--- src/assert_macros.svh ---
// Assertion macros used by the RTL.
// Simulation builds get the checks; synthesis builds define SYNTH and get nothing.
`ifndef ASSERT_MACROS_SVH
`define ASSERT_MACROS_SVH

`ifndef SYNTH

// Check a condition at every clock edge outside reset
`define ASSERT_ALWAYS(lbl, clk, rst_n, cond) \
    lbl: assert property (@(posedge clk) disable iff (!rst_n) (cond)) \
        else $error("%m: assertion failed");

// Check that a condition holds in the cycle after a trigger
`define ASSERT_NEXT(lbl, clk, rst_n, trig, cond) \
    lbl: assert property (@(posedge clk) disable iff (!rst_n) (trig) |=> (cond)) \
        else $error("%m: assertion failed");

`else

`define ASSERT_ALWAYS(lbl, clk, rst_n, cond)
`define ASSERT_NEXT(lbl, clk, rst_n, trig, cond)

`endif

`endif

--- src/pbrq_pkg.sv ---
`timescale 1ns / 1ps
`default_nettype none

package pbrq_pkg;

    // Field widths of the request and response channels
    localparam int MODE_W    = 2;
    localparam int TASK_ID_W = 6;
    localparam int PRIO_W    = 5;

    // Default sizing
    localparam int DEF_NUM_LEVELS = 32;
    localparam int DEF_MAX_TASKS  = 64;

    // Width of the level bitmap seen by the search
    localparam int LEVEL_VEC_W = 32;
    localparam int LEVEL_IDX_W = $clog2(LEVEL_VEC_W);

    // Request modes
    localparam logic [MODE_W-1:0] MODE_ADD    = 2'd0;
    localparam logic [MODE_W-1:0] MODE_REMOVE = 2'd1;

    // Write strobes for the list stores
    typedef struct packed {
        logic head;
        logic tail;
        logic next;
        logic prev;
        logic level;
    } pbrq_wr_en_t;

    // Index of the lowest set bit, zero when none is set
    function automatic logic [LEVEL_IDX_W-1:0] tzc32(input logic [LEVEL_VEC_W-1:0] v);
        logic [LEVEL_IDX_W-1:0] r;
        r = '0;
        for (int i = LEVEL_VEC_W - 1; i >= 0; i--)
        begin
            if (v[i])
            begin
                r = LEVEL_IDX_W'(i);
            end
        end
        return r;
    endfunction

endpackage

`default_nettype wire

--- src/pbrq_req_if.sv ---
`timescale 1ns / 1ps
`default_nettype none

interface pbrq_req_if;
    logic                           valid;
    logic                           ready;
    logic [pbrq_pkg::MODE_W-1:0]    mode;
    logic [pbrq_pkg::TASK_ID_W-1:0] task_id;
    logic [pbrq_pkg::PRIO_W-1:0]    task_prio;

    modport source (output valid, mode, task_id, task_prio, input ready);
    modport sink   (input valid, mode, task_id, task_prio, output ready);
endinterface

`default_nettype wire

--- src/pbrq_rsp_if.sv ---
`timescale 1ns / 1ps
`default_nettype none

interface pbrq_rsp_if;
    logic                           valid;
    logic                           ready;
    logic                           found;
    logic [pbrq_pkg::TASK_ID_W-1:0] head_task;
    logic                           status;

    modport source (output valid, found, head_task, status, input ready);
    modport sink   (input valid, found, head_task, status, output ready);
endinterface

`default_nettype wire

--- src/pbrq_ram.sv ---
`timescale 1ns / 1ps
`default_nettype none

module pbrq_ram #(
    parameter int WIDTH = 8,
    parameter int DEPTH = 32
) (
    input  wire logic                     clk,
    input  wire logic                     wr_en,
    input  wire logic [$clog2(DEPTH)-1:0] wr_addr,
    input  wire logic [WIDTH-1:0]         wr_data,
    input  wire logic                     rd_en,
    input  wire logic [$clog2(DEPTH)-1:0] rd_addr,
    output logic      [WIDTH-1:0]         rd_data
);

    logic [WIDTH-1:0] mem [DEPTH];

    // Write port
    always_ff @(posedge clk)
    begin
        if (wr_en)
        begin
            mem[wr_addr] <= wr_data;
        end
    end

    // Registered read, new data on a same-address write
    always_ff @(posedge clk)
    begin
        if (rd_en)
        begin
            rd_data <= (wr_en && (wr_addr == rd_addr)) ? wr_data : mem[rd_addr];
        end
    end

endmodule

`default_nettype wire

--- src/pbrq_link_ctrl.sv ---
`timescale 1ns / 1ps
`default_nettype none

`include "assert_macros.svh"

module pbrq_link_ctrl #(
    parameter int NUM_LEVELS = pbrq_pkg::DEF_NUM_LEVELS,
    parameter int MAX_TASKS  = pbrq_pkg::DEF_MAX_TASKS
) (
    input  wire logic                               clk,
    input  wire logic                               rst_n,
    input  wire logic                               fire,
    input  wire logic [pbrq_pkg::MODE_W-1:0]        mode,
    input  wire logic [pbrq_pkg::TASK_ID_W-1:0]     task_id,
    input  wire logic [pbrq_pkg::PRIO_W-1:0]        task_prio,
    input  wire logic [$clog2(MAX_TASKS)-1:0]       tail_rd,
    input  wire logic [$clog2(MAX_TASKS)-1:0]       next_rd,
    input  wire logic [$clog2(MAX_TASKS)-1:0]       prev_rd,
    input  wire logic [$clog2(NUM_LEVELS)-1:0]      level_rd,
    output pbrq_pkg::pbrq_wr_en_t                   wr,
    output logic      [$clog2(NUM_LEVELS)-1:0]      head_waddr,
    output logic      [$clog2(MAX_TASKS)-1:0]       head_wdata,
    output logic      [$clog2(NUM_LEVELS)-1:0]      tail_waddr,
    output logic      [$clog2(MAX_TASKS)-1:0]       tail_wdata,
    output logic      [$clog2(MAX_TASKS)-1:0]       next_waddr,
    output logic      [$clog2(MAX_TASKS)-1:0]       next_wdata,
    output logic      [$clog2(MAX_TASKS)-1:0]       prev_waddr,
    output logic      [$clog2(MAX_TASKS)-1:0]       prev_wdata,
    output logic      [$clog2(MAX_TASKS)-1:0]       level_waddr,
    output logic      [$clog2(NUM_LEVELS)-1:0]      level_wdata,
    output logic      [$clog2(NUM_LEVELS)-1:0]      head_raddr,
    output logic                                    found,
    output logic                                    status
);

    import pbrq_pkg::*;

    localparam int TID_W = $clog2(MAX_TASKS);
    localparam int LVL_W = $clog2(NUM_LEVELS);

    logic [NUM_LEVELS-1:0] mask_reg, mask_next;
    logic [MAX_TASKS-1:0]  queued_reg, queued_next;
    logic [MAX_TASKS-1:0]  has_prev_reg, has_prev_next;
    logic [MAX_TASKS-1:0]  has_next_reg, has_next_next;

    logic             id_ok, prio_ok, is_queued, add_ok, rem_ok;
    logic             level_empty, is_head, is_tail;
    logic [TID_W-1:0] id;
    logic [LVL_W-1:0] lvl_add;

    // Decode the request and check it against the queue state
    always_comb
    begin
        id_ok       = 32'(task_id) < 32'(MAX_TASKS);
        prio_ok     = 32'(task_prio) < 32'(NUM_LEVELS);
        id          = TID_W'(task_id);
        lvl_add     = LVL_W'(task_prio);
        is_queued   = id_ok ? queued_reg[id] : 1'b0;
        add_ok      = (mode == MODE_ADD) && id_ok && prio_ok && !is_queued;
        rem_ok      = (mode == MODE_REMOVE) && is_queued;
        level_empty = prio_ok ? !mask_reg[lvl_add] : 1'b0;
        is_head     = id_ok ? !has_prev_reg[id] : 1'b0;
        is_tail     = id_ok ? !has_next_reg[id] : 1'b0;
        status      = ((mode == MODE_ADD) && !add_ok) || ((mode == MODE_REMOVE) && !rem_ok);
    end

    // Work out the list edits for this request
    always_comb
    begin
        mask_next     = mask_reg;
        queued_next   = queued_reg;
        has_prev_next = has_prev_reg;
        has_next_next = has_next_reg;
        wr            = '0;
        head_waddr    = lvl_add;
        head_wdata    = id;
        tail_waddr    = lvl_add;
        tail_wdata    = id;
        next_waddr    = tail_rd;
        next_wdata    = id;
        prev_waddr    = id;
        prev_wdata    = tail_rd;
        level_waddr   = id;
        level_wdata   = lvl_add;

        if (fire && add_ok)
        begin
            // Append at the tail of the level
            wr.level          = 1'b1;
            wr.tail           = 1'b1;
            queued_next[id]   = 1'b1;
            has_next_next[id] = 1'b0;
            if (level_empty)
            begin
                wr.head            = 1'b1;
                mask_next[lvl_add] = 1'b1;
                has_prev_next[id]  = 1'b0;
            end
            else
            begin
                wr.next                = 1'b1;
                wr.prev                = 1'b1;
                has_next_next[tail_rd] = 1'b1;
                has_prev_next[id]      = 1'b1;
            end
        end
        else if (fire && rem_ok)
        begin
            // Unlink from the recorded level
            queued_next[id] = 1'b0;
            if (is_head && is_tail)
            begin
                mask_next[level_rd] = 1'b0;
            end
            else if (is_head)
            begin
                wr.head                = 1'b1;
                head_waddr             = level_rd;
                head_wdata             = next_rd;
                has_prev_next[next_rd] = 1'b0;
            end
            else if (is_tail)
            begin
                wr.tail                = 1'b1;
                tail_waddr             = level_rd;
                tail_wdata             = prev_rd;
                has_next_next[prev_rd] = 1'b0;
            end
            else
            begin
                wr.next    = 1'b1;
                wr.prev    = 1'b1;
                next_waddr = prev_rd;
                next_wdata = next_rd;
                prev_waddr = next_rd;
                prev_wdata = prev_rd;
            end
        end
    end

    // Pick the highest ready level after the edit
    assign found      = |mask_next;
    assign head_raddr = LVL_W'(tzc32(LEVEL_VEC_W'(mask_next)));

    // Hold the bitmap and per-task flags
    always_ff @(posedge clk or negedge rst_n)
    begin
        if (!rst_n)
        begin
            mask_reg     <= '0;
            queued_reg   <= '0;
            has_prev_reg <= '0;
            has_next_reg <= '0;
        end
        else
        begin
            mask_reg     <= mask_next;
            queued_reg   <= queued_next;
            has_prev_reg <= has_prev_next;
            has_next_reg <= has_next_next;
        end
    end

    `ASSERT_ALWAYS(a_mask_matches_queued, clk, rst_n, ((mask_reg == '0) == (queued_reg == '0)))
    `ASSERT_NEXT(a_add_marks_task, clk, rst_n, (fire && add_ok), queued_reg[$past(id)])
    `ASSERT_NEXT(a_remove_clears_task, clk, rst_n, (fire && rem_ok), !queued_reg[$past(id)])
    `ASSERT_NEXT(a_add_sets_level, clk, rst_n, (fire && add_ok), (mask_reg != '0))

endmodule

`default_nettype wire

--- src/priority_bitmap_ready_queue_core.sv ---
`timescale 1ns / 1ps
`default_nettype none

// Ready queue of task IDs with one FIFO per priority level (level 0 highest).
// Request channel req carries mode (add, remove, query), task_id and task_prio;
// response channel rsp returns found, head_task and status, one per request.
// Both are valid/ready channels; a transfer happens when valid and ready are high.
// A request is taken into an input register; once the output register is free,
// the list edit, the bitmap update and the lowest-set-bit search run and the
// response is loaded into the output register.
// Throughput is one request per cycle while rsp does not stall:
// each link store is written at one address and read at one address per cycle.
// When rsp stalls, the response holds and the input register takes one more
// request; ready then drops until the response is taken.
// Reset empties every level at once through the bitmap and per-task flags;
// no clearing pass runs and requests are taken as soon as reset is released.
// Duplicate adds, removes of absent tasks, out-of-range ids and adds with
// out-of-range levels leave the queue unchanged and return status 1.

module priority_bitmap_ready_queue_core #(
    parameter int NUM_LEVELS = pbrq_pkg::DEF_NUM_LEVELS,
    parameter int MAX_TASKS  = pbrq_pkg::DEF_MAX_TASKS
) (
    input  wire logic   clk,
    input  wire logic   rst_n,
    pbrq_req_if.sink    req,
    pbrq_rsp_if.source  rsp
);

    import pbrq_pkg::*;

    localparam int TID_W = $clog2(MAX_TASKS);
    localparam int LVL_W = $clog2(NUM_LEVELS);

    // Input register
    logic                 s1_valid_reg;
    logic [MODE_W-1:0]    s1_mode_reg;
    logic [TASK_ID_W-1:0] s1_id_reg;
    logic [PRIO_W-1:0]    s1_prio_reg;

    // Output register
    logic out_valid_reg, found_reg, status_reg;

    logic out_free, s1_fire, req_fire;
    logic found, status;

    logic [TID_W-1:0] tail_rd, next_rd, prev_rd, head_rd;
    logic [LVL_W-1:0] level_rd, head_raddr;

    pbrq_wr_en_t      wr;
    logic [LVL_W-1:0] head_waddr, tail_waddr, level_wdata;
    logic [TID_W-1:0] head_wdata, tail_wdata;
    logic [TID_W-1:0] next_waddr, next_wdata, prev_waddr, prev_wdata, level_waddr;

    // Handshake
    assign out_free  = !out_valid_reg || rsp.ready;
    assign s1_fire   = s1_valid_reg && out_free;
    assign req.ready = !s1_valid_reg || s1_fire;
    assign req_fire  = req.valid && req.ready;

    // Advance the input register
    always_ff @(posedge clk or negedge rst_n)
    begin
        if (!rst_n)
        begin
            s1_valid_reg <= 1'b0;
        end
        else if (req.ready)
        begin
            s1_valid_reg <= req.valid;
        end
    end

    always_ff @(posedge clk)
    begin
        if (req_fire)
        begin
            s1_mode_reg <= req.mode;
            s1_id_reg   <= req.task_id;
            s1_prio_reg <= req.task_prio;
        end
    end

    // Per-task and per-level link stores, read as the request is taken
    pbrq_ram #(.WIDTH(TID_W), .DEPTH(MAX_TASKS)) u_next_ram (
        .clk     (clk),
        .wr_en   (wr.next),
        .wr_addr (next_waddr),
        .wr_data (next_wdata),
        .rd_en   (req_fire),
        .rd_addr (TID_W'(req.task_id)),
        .rd_data (next_rd)
    );

    pbrq_ram #(.WIDTH(TID_W), .DEPTH(MAX_TASKS)) u_prev_ram (
        .clk     (clk),
        .wr_en   (wr.prev),
        .wr_addr (prev_waddr),
        .wr_data (prev_wdata),
        .rd_en   (req_fire),
        .rd_addr (TID_W'(req.task_id)),
        .rd_data (prev_rd)
    );

    pbrq_ram #(.WIDTH(LVL_W), .DEPTH(MAX_TASKS)) u_level_ram (
        .clk     (clk),
        .wr_en   (wr.level),
        .wr_addr (level_waddr),
        .wr_data (level_wdata),
        .rd_en   (req_fire),
        .rd_addr (TID_W'(req.task_id)),
        .rd_data (level_rd)
    );

    pbrq_ram #(.WIDTH(TID_W), .DEPTH(NUM_LEVELS)) u_tail_ram (
        .clk     (clk),
        .wr_en   (wr.tail),
        .wr_addr (tail_waddr),
        .wr_data (tail_wdata),
        .rd_en   (req_fire),
        .rd_addr (LVL_W'(req.task_prio)),
        .rd_data (tail_rd)
    );

    // Head store, read at the winning level into the response
    pbrq_ram #(.WIDTH(TID_W), .DEPTH(NUM_LEVELS)) u_head_ram (
        .clk     (clk),
        .wr_en   (wr.head),
        .wr_addr (head_waddr),
        .wr_data (head_wdata),
        .rd_en   (s1_fire),
        .rd_addr (head_raddr),
        .rd_data (head_rd)
    );

    pbrq_link_ctrl #(.NUM_LEVELS(NUM_LEVELS), .MAX_TASKS(MAX_TASKS)) u_ctrl (
        .clk         (clk),
        .rst_n       (rst_n),
        .fire        (s1_fire),
        .mode        (s1_mode_reg),
        .task_id     (s1_id_reg),
        .task_prio   (s1_prio_reg),
        .tail_rd     (tail_rd),
        .next_rd     (next_rd),
        .prev_rd     (prev_rd),
        .level_rd    (level_rd),
        .wr          (wr),
        .head_waddr  (head_waddr),
        .head_wdata  (head_wdata),
        .tail_waddr  (tail_waddr),
        .tail_wdata  (tail_wdata),
        .next_waddr  (next_waddr),
        .next_wdata  (next_wdata),
        .prev_waddr  (prev_waddr),
        .prev_wdata  (prev_wdata),
        .level_waddr (level_waddr),
        .level_wdata (level_wdata),
        .head_raddr  (head_raddr),
        .found       (found),
        .status      (status)
    );

    // Load the response register
    always_ff @(posedge clk or negedge rst_n)
    begin
        if (!rst_n)
        begin
            out_valid_reg <= 1'b0;
        end
        else if (out_free)
        begin
            out_valid_reg <= s1_valid_reg;
        end
    end

    always_ff @(posedge clk)
    begin
        if (s1_fire)
        begin
            found_reg  <= found;
            status_reg <= status;
        end
    end

    // Drive the response channel
    assign rsp.valid     = out_valid_reg;
    assign rsp.found     = found_reg;
    assign rsp.status    = status_reg;
    assign rsp.head_task = found_reg ? TASK_ID_W'(head_rd) : '0;

endmodule

`default_nettype wire

--- src/flat_wrapper.sv ---
// flat-port wrapper written by rule: the top's interface ports become plain ports
module priority_bitmap_ready_queue_core_flat import pbrq_pkg::*;
#(
    parameter int NUM_LEVELS = pbrq_pkg::DEF_NUM_LEVELS,
    parameter int MAX_TASKS  = pbrq_pkg::DEF_MAX_TASKS
)
  (clk, rst_n, req_valid, req_mode, req_task_id, req_task_prio, req_ready, rsp_valid, rsp_found, rsp_head_task, rsp_status, rsp_ready);
  pbrq_req_if req_i ();
  pbrq_rsp_if rsp_i ();
  input  wire logic clk;
  input  wire logic rst_n;
  input wire logic [$bits(req_i.valid)-1:0] req_valid;
  input wire logic [$bits(req_i.mode)-1:0] req_mode;
  input wire logic [$bits(req_i.task_id)-1:0] req_task_id;
  input wire logic [$bits(req_i.task_prio)-1:0] req_task_prio;
  output wire logic [$bits(req_i.ready)-1:0] req_ready;
  output wire logic [$bits(rsp_i.valid)-1:0] rsp_valid;
  output wire logic [$bits(rsp_i.found)-1:0] rsp_found;
  output wire logic [$bits(rsp_i.head_task)-1:0] rsp_head_task;
  output wire logic [$bits(rsp_i.status)-1:0] rsp_status;
  input wire logic [$bits(rsp_i.ready)-1:0] rsp_ready;
  assign req_i.valid = req_valid;
  assign req_i.mode = req_mode;
  assign req_i.task_id = req_task_id;
  assign req_i.task_prio = req_task_prio;
  assign req_ready = req_i.ready;
  assign rsp_valid = rsp_i.valid;
  assign rsp_found = rsp_i.found;
  assign rsp_head_task = rsp_i.head_task;
  assign rsp_status = rsp_i.status;
  assign rsp_i.ready = rsp_ready;
  priority_bitmap_ready_queue_core #(.NUM_LEVELS(NUM_LEVELS), .MAX_TASKS(MAX_TASKS)) u_core (.clk(clk), .rst_n(rst_n), .req(req_i), .rsp(rsp_i));
endmodule
--- config.mk ---
export PLATFORM = sky130hd
export DESIGN_NAME = priority_bitmap_ready_queue_core_flat
export DESIGN_NICKNAME = d
export VERILOG_FILES = /design/src/pbrq_pkg.sv /design/src/pbrq_req_if.sv /design/src/pbrq_rsp_if.sv /design/src/pbrq_ram.sv /design/src/pbrq_link_ctrl.sv /design/src/priority_bitmap_ready_queue_core.sv /design/src/flat_wrapper.sv
export VERILOG_INCLUDE_DIRS = /design/src /design/src/src
export SDC_FILE = /design/constraint.sdc
export NUM_CORES = 2
export LEC_CHECK = 0
export ABC_CLOCK_PERIOD_IN_PS = 12300
export BUFFER_PORTS_ARGS = -buffer_cell sky130_fd_sc_hd__clkbuf_2
export CORE_ASPECT_RATIO = 1.5
export CORE_MARGIN = 1.5
export CORE_UTILIZATION = 45
export CTS_BUF_LIST = sky130_fd_sc_hd__clkbuf_8
export CTS_CLUSTER_SIZE = 16
export DETAILED_ROUTE_END_ITERATION = 12
export PLACE_DENSITY = 0.59
export SLEW_MARGIN = 20
export SYNTH_ARGS = -nofsm -noshare
export SYNTH_HDL_FRONTEND = slang
export SYNTH_SLANG_ARGS = --single-unit
--- constraint.sdc ---
create_clock -name clk -period 12.3 [get_ports clk]
set_clock_uncertainty 0.1 [all_clocks]
set_input_delay 1.23 -clock clk [delete_from_list [all_inputs] [get_ports clk]]
set_output_delay 1.23 -clock clk [all_outputs]
set_load 0.005 [all_outputs]
### Yosys cells after proc, flatten, opt, wreduce, memory -nomap -nowiden

Memories as Yosys holds them, arrays and structs flattened. A register that Yosys moved wholly into a read port is not among the register bits.
Cells that the tools add are included.

* reductions and logical operators: 31
* bitwise operators: 14
* equal/unequal tests: 4
* muxes and demuxes: 118
* magnitude comparators: 12

Operators by type and width (count)
* 2-to-1 mux 64 bit: 13
* AND 64 bit: 5
* 2-to-1 mux 5 bit: 41
* inverter 64 bit: 3
* OR 64 bit: 3
* 2-to-1 mux 32 bit: 4
* 2-to-1 mux 6 bit: 20
* AND 32 bit: 1
* inverter 32 bit: 1
* OR 32 bit: 1
* OR reduction 32 bit: 1
* < comparator 6 x 7 -> 1 bit (second input constant): 4
* demux 1 bit (select 6 bit): 4
* greater-or-equal comparator 6 x 1 -> 1 bit (second input constant): 4
* 2-to-1 mux 1 bit: 24
* binary-select mux 1 bit (select 6 bit): 3
* logical AND 1 bit: 15
* < comparator 5 x 6 -> 1 bit (second input constant): 2
* 2-to-1 mux 4 bit: 3
* demux 1 bit (select 5 bit): 2
* greater-or-equal comparator 5 x 1 -> 1 bit (second input constant): 2
* zero test 1 bit: 7
* binary-select mux 1 bit (select 5 bit): 1
* 2-to-1 mux 2 bit: 2
* other kinds (9): 13

* word-level logic and storage cells: 195
* input port bits: 17
* output and inout port bits: 10
* RAM bits: 1472
* memories: 5
* bits in registers: 241

Memories
* u_core.u_next_ram.mem: words 64, bits a word 6, read ports 1, clocked after Yosys merged registers in 1, wr ports 1, RTL line pbrq_ram.sv:17 `logic [WIDTH-1:0] mem [DEPTH];`
* u_core.u_prev_ram.mem: words 64, bits a word 6, read ports 1, clocked after Yosys merged registers in 1, wr ports 1, RTL line pbrq_ram.sv:17
* u_core.u_level_ram.mem: words 64, bits a word 5, read ports 1, clocked after Yosys merged registers in 1, wr ports 1, RTL line pbrq_ram.sv:17
* u_core.u_head_ram.mem: words 32, bits a word 6, read ports 1, clocked after Yosys merged registers in 1, wr ports 1, RTL line pbrq_ram.sv:17
* u_core.u_tail_ram.mem: words 32, bits a word 6, read ports 1, clocked after Yosys merged registers in 1, wr ports 1, RTL line pbrq_ram.sv:17

### Depth between registers and ports, before layout

* word-level depth: 41
* gate-level depth with buffers: 27
* mapped depth without buffers: 17

### Cells and area by module

From an unflattened synthesis, not the netlist that was laid out.

* cell total of the unflattened synthesis: 4740
* area, all modules: 74347.6 sq um

Modules (own cells, without submodules)
* pbrq_ram (u_core.u_next_ram ...): times used 2, cells an instance 818, seq. area each 11711.2 sq um, area each 15544.9 sq um
* pbrq_link_ctrl: times used 1, cells an instance 1530, seq. area each 5605.4 sq um, area each 13598.0 sq um
* pbrq_ram (u_core.u_level_ram): times used 1, cells an instance 714, seq. area each 9759.4 sq um, area each 13102.6 sq um
* pbrq_ram (u_core.u_head_ram): times used 1, cells an instance 453, seq. area each 5945.7 sq um, area each 8059.0 sq um
* pbrq_ram (u_core.u_tail_ram): times used 1, cells an instance 378, seq. area each 5945.7 sq um, area each 7906.3 sq um
* priority_bitmap_ready_queue_core: times used 1, cells an instance 29, seq. area each 500.5 sq um, area each 591.8 sq um

### Least setup slack after synthesis

Ideal clock, no wire load.

* kind: reg-to-reg
* start point: register u_core.s1_prio_reg[0]
* end point: register u_core.u_head_ram.rd_data[4], read port of u_core.u_head_ram.mem (data pin)
* path buffers: 4
* required time: 11.937 ns
* cell stages (with the launch flop): 20
* library setup time: 0.263 ns
* path slack: 6.232 ns
* data arrival time: 5.705 ns
* period minus slack after synthesis: 6.068 ns
* cell sequence: edfxtp_1 buf_2 mux4_2 mux2_2 nand2_1 nor2_1 nor3_1 clkbuf_1 nand4_1 a31o_1 a2111oi_4 o211ai_2 and2_1 buf_6 buf_6 mux2i_1 a32oi_1 and4_1 or4_1 mux2_2

* word-level cells in the longest chain between the ends: 39
* elaborated cells on any way between the ends: 42
* classes of those cells: order compare (2); mux (38); bitwise (1); reduce/logical (1)

RTL lines
* from (decl): RTL line priority_bitmap_ready_queue_core.sv:39 `logic [PRIO_W-1:0] s1_prio_reg;`
* from (signal assigned): RTL line priority_bitmap_ready_queue_core.sv:80 `s1_prio_reg <= req.task_prio;`
* < comparator 5 x 6 -> 1 bit (implied by the code) or greater-or-equal comparator 5 x 1 -> 1 bit (tied branches): RTL line pbrq_link_ctrl.sv:96 `mask_next[lvl_add] = 1'b1;`
* logical AND 1 bit (implied by the code): RTL line pbrq_link_ctrl.sv:96
* 2-to-1 mux 1 bit (implied by the code): RTL line pbrq_link_ctrl.sv:96
* demux 1 bit (select 5 bit): RTL line pbrq_link_ctrl.sv:96
* OR 32 bit (no line)
* 2-to-1 mux 32 bit *: RTL line pbrq_link_ctrl.sv:93 `if (level_empty)`
* 2-to-1 mux 32 bit *: RTL line pbrq_link_ctrl.sv:86 `if (fire && add_ok)`
* 2-to-1 mux 5 bit (31 in series): RTL line pbrq_pkg.sv:38 `if (v[i])`
* 2-to-1 mux 5 bit *: RTL line pbrq_pkg.sv:38
* to (decl): RTL line pbrq_ram.sv:14 `output logic [WIDTH-1:0] rd_data`

Every way passes the cells marked *; elsewhere a longest branch is shown, timed or not. The select of a mux whose other input is x is not followed.
A chain may end at the register's enable or synchronous reset.

### Final worst setup path

* start point: register u_core.s1_id_reg[1]
* end point: register u_core.u_head_ram.rd_data[5], read port of u_core.u_head_ram.mem (data pin)

* elaborated cells on any way between the ends: 49
* classes of those cells: mux (41); reduce/logical (8)

RTL lines
* from (decl): RTL line priority_bitmap_ready_queue_core.sv:38 `logic [TASK_ID_W-1:0] s1_id_reg;`
* from (signal assigned): RTL line priority_bitmap_ready_queue_core.sv:79 `s1_id_reg <= req.task_id;`
* binary-select mux 1 bit (select 6 bit) (on tied branches): RTL line pbrq_link_ctrl.sv:62, pbrq_link_ctrl.sv:63
* 2-to-1 mux 1 bit (on tied branches): RTL line pbrq_link_ctrl.sv:62, pbrq_link_ctrl.sv:63
* zero test 1 bit (on tied branches): RTL line pbrq_link_ctrl.sv:62, pbrq_link_ctrl.sv:63
* logical AND 1 bit: RTL line pbrq_link_ctrl.sv:111 `if (is_head && is_tail)`
* 2-to-1 mux 32 bit: RTL line pbrq_link_ctrl.sv:111
* 2-to-1 mux 32 bit: RTL line pbrq_link_ctrl.sv:107 `else if (fire && rem_ok)`
* 2-to-1 mux 32 bit *: RTL line pbrq_link_ctrl.sv:86
* net u_core.u_ctrl.mask_next[0]: RTL line pbrq_link_ctrl.sv:41 `logic [NUM_LEVELS-1:0] mask_reg, mask_next;`
* 2-to-1 mux 5 bit *: RTL line pbrq_pkg.sv:38

Mark *: on every way through the listed nets, which the timed path passes. The rest lies on a longest branch. The select of a mux whose other input is x is not followed.

==> impl_metrics.toml <==
[layout]
finalInstanceArea_sq_um = 80660
num-nets-final = 4550
stdcell_count = 6818
drive_gt1_share_pct = 20.94
fill_cells = 13485
top_regs = "u_core.u_next_ram.mem (384), u_core.u_prev_ram.mem (384), u_core.u_level_ram.mem (320)"
area_growth_pct = 10.43

[clock_tree]
ctsResizeCount = 0
clkTransAtPathRegs_ns = 0.07
clockBufferDepth = 4
cts_num_sinks = 1742
cts_buffers = 285
clk_latency_ns = 1.05
cts_root_buf = "clkbuf_8"
ctsHtreeMaxLevel = 5
postCtsSetupBuffers = 0
cts_hold_buffers = 0
cts_tree = "yes"

[drt]
avgViaCountPerCell = 6.075
drc = 0
num_vias = 41416
firstDrtPassIters = 7
routed_wl_mm = 205.0
wl_per_cell_um = 30.06
ant_nets = 0
drtIter0Drc = 3650

[die]
core_area_sq_um = 160800
die-area_sq_um = 164800
start_util_pct = 45.42
fp.dieH_um = 496.4
ioPinCount = 27
chipWidth_um = 331.9
rows = 180

[timing]
period_needed_ns = 8.276
finalCritPeriodShare_pct = 67.29
slew_viol_final = 0
slew_headroom_pct = 18.99
setup_viol = 0
grt_setup_unrepaired = "false"
fin_hold_ws_ns = 0.1296
finalSetupTns_ns = 0
timing.fmax_mhz = 120.8
tightestPinTransition_ns = 1.213
hold_violations = 0

[hold_path]
holdCritPathClass = "in2async"

[setup_path]
crit_chain = "buf_4 -> nand2_1 -> a211oi_1 -> a2111oi_2 -> a2111oi_4 -> and3_2 -> buf_4 -> and2_1 -> nand3_1 -> o21ai_0 -> nor2_1 -> a21oi_1 -> and2_4 -> buf_4 -> mux2i_1 -> a22oi_1 -> and4_1 -> or4_1 -> mux2_2"
end_kind = "flip-flop"
crit_path_frequent_cell = "buf_4"
path_max_fanout = 68
crit_arrival_ns = 8.96
cp.required_ns = 12.98
worst_path_max_delay_cell = "and3_2"
cp-start-kind = "flip-flop"
critPathKind = "reg2reg"
cp_slowest_stage_delay_ns = 0.79

[synth]
yosys.cell_types.count = 87
ys_ff_latch = 1742
async_flop_share_pct = 12.97
synth_seq_area_share_pct = 70.07
synth_edf_count = 1516
syn-num-nets = 4401
ys.flop_type = "edfxtp_1"
syn_avg_cell_area_sq_um = 16.66
syn_inst = 4384
netlist_area_sq_um = 73040
synth_warnings = 0

[global_route]
grt_first_pass_wirelength_mm = 297.8
antenna_found_initial = 3
track_usage_pct = 24.96
grt_pass1_vias = 43159
grt_max_degree = 104
grt_overflow = 0

[placement]
io_buffers = 26
dp.cells = 6338
place_congestion = 0.9884
placed_cell_area_sq_um = 75510
dp_hpwl_mm = 133.8

[power_and_ir_drop]
peakVddDrop_v = 0.0001250
power.density_nw_per_um2 = 149.6
leakagePower_nw = 27.36
power.total_mw = 12.06

[job]
max_cap_viol_count = 0

[run_status]
run_status = "completed"
[critical path, delay by kind of cell (launching register included)]
family,cells,cell delay [ns]
AO/OA/AOI/OAI,6,1.68
buffers and inverters,3,1.91
flip-flops,1,0.64
multiplexers,2,0.54
AND/OR/NAND/NOR,8,3.04
[metrics by stage]
| step | utilization [%] | setup slack, ns |
|---|---|---|
| final | 50.16 | 4.024 |
| after CTS | 50.12 | 4.230 |
| after floorplan | - | 6.232 |
| after global placement | 46.95 | 4.380 |
| after global routing | 50.16 | 3.610 |
| after detailed placement | 46.96 | 4.233 |
[per-layer routing]
| layer | vias up | GRT usage [%] | part of all wire [%] |
|---|---|---|---|
| met5 | - | 0 | 0.0083 |
| met4 | 2 | 15.14 | 6.7 |
| met3 | 603 | 4.246 | 5.3 |
| met2 | 1727 | 45.01 | 53 |
| met1 | 21335 | 27.62 | 35 |
| li1 | 17749 | - | - |
[final cells by class]
type	instances	area, sq um	area share (%)
repair buffers	120	913.4	1.132
multi-input cells	2276	20440	25.35
clock inverters	180	1013	1.256
diodes	3	7.507	0.009307
flip-flops and latches	1742	51180	63.45
well taps	2093	2619	3.247
inverters	108	407.9	0.5057
clock buffers	296	4074	5.051
[where the power goes]
group | internal (mW) | leakage (nW) | switching [mW] | total (mW)
Sequential | 6.52 | 16.7 | 0.0640 | 6.58
Combinational | 0.272 | 7.73 | 0.532 | 0.804
Clock | 2.43 | 2.92 | 2.25 | 4.68
[path summary, 6_finish.rpt]
check	start	end	slack [ns]	depth (start not counted)
hold reg to reg	flip-flop	flip-flop	0.41	2
setup / recovery	u_core.s1_id_reg[1]	u_core.u_head_ram.rd_data[5]	4.02	19
min in group clk	req_mode[0]	u_core.s1_mode_reg[0]	0.35	1
hold / removal	rst_n	u_core.u_ctrl.mask_reg[3]	0.13	1
max in group asynchronous	rst_n	u_core.u_ctrl.has_next_reg[59]	10.51	2
setup reg to reg	u_core.s1_id_reg[1]	u_core.u_head_ram.rd_data[5]	4.02	19
[placed cells by master (no fill, tap or decap), types with 14 or more instances in the layout]
| cell type | n |
|---|---|
| a21oi_1 | 117 |
| a221oi_1 | 28 |
| a22oi_1 | 29 |
| a31oi_1 | 23 |
| a32o_1 | 67 |
| a32oi_1 | 25 |
| a41oi_1 | 14 |
| and2_1 | 22 |
| and3_1 | 18 |
| and4_1 | 16 |
| buf_4 | 93 |
| clkbuf_2 | 19 |
| clkbuf_8 | 296 |
| clkinv_1 | 49 |
| clkinv_2 | 27 |
| dfrtp_1 | 226 |
| edfxtp_1 | 1516 |
| inv_1 | 177 |
| inv_2 | 14 |
| mux2_2 | 16 |
| mux2i_1 | 87 |
| mux4_2 | 428 |
| nand2_1 | 411 |
| nand2b_1 | 16 |
| nand3_1 | 79 |
| nand3b_1 | 23 |
| nand4_1 | 15 |
| nor2_1 | 327 |
| nor2b_1 | 16 |
| nor3_1 | 32 |
| nor3b_1 | 21 |
| nor4_1 | 20 |
| o21ai_0 | 214 |
| xnor2_1 | 20 |
[kinds of logic after synthesis]
| kind of cell | Yosys count | synth area share, % |
|---|---|---|
| DFF | 1742 | 70.07 |
| AOI/OAI and AO/OA | 628 | 5.948 |
| buffers and inverters | 366 | 2.100 |
| xor gates and xnor gates | 29 | 0.3478 |
| muxes | 536 | 14.71 |
| and+or+nand+nor | 1083 | 6.818 |
[cell usage after synthesis, types with 15 or more instances]
| cell | number | area, sq um |
|---|---|---|
| a31oi_1 | 23 | 143.9 |
| nand3b_1 | 23 | 172.7 |
| nor3_1 | 39 | 195.2 |
| nand4_1 | 15 | 93.84 |
| o21ai_0 | 221 | 1106 |
| a22oi_1 | 29 | 217.7 |
| and4_1 | 16 | 140.1 |
| nor2b_1 | 16 | 100.1 |
| nor2_1 | 328 | 1231 |
| mux2i_1 | 87 | 870.8 |
| xnor2_1 | 20 | 175.2 |
| and3_1 | 19 | 118.9 |
| and2_1 | 24 | 150.1 |
| nor4_1 | 21 | 131.4 |
| inv_1 | 100 | 375.4 |
| edfxtp_1 | 1516 | 45520 |
| nand2_1 | 414 | 1554 |
| clkbuf_1 | 150 | 563.0 |
| mux2_2 | 16 | 180.2 |
| buf_1 | 55 | 206.5 |
| a32oi_1 | 25 | 219.0 |
| nand2b_1 | 16 | 100.1 |
| a221oi_1 | 28 | 245.2 |
| a21oi_1 | 117 | 585.6 |
| a32o_1 | 67 | 670.6 |
| buf_2 | 35 | 175.2 |
| dfrtp_1 | 226 | 5655 |
| nand3_1 | 79 | 395.4 |
| nor3b_1 | 24 | 180.2 |
| mux4_2 | 428 | 9639 |
(Power assumes the default switching activity.)
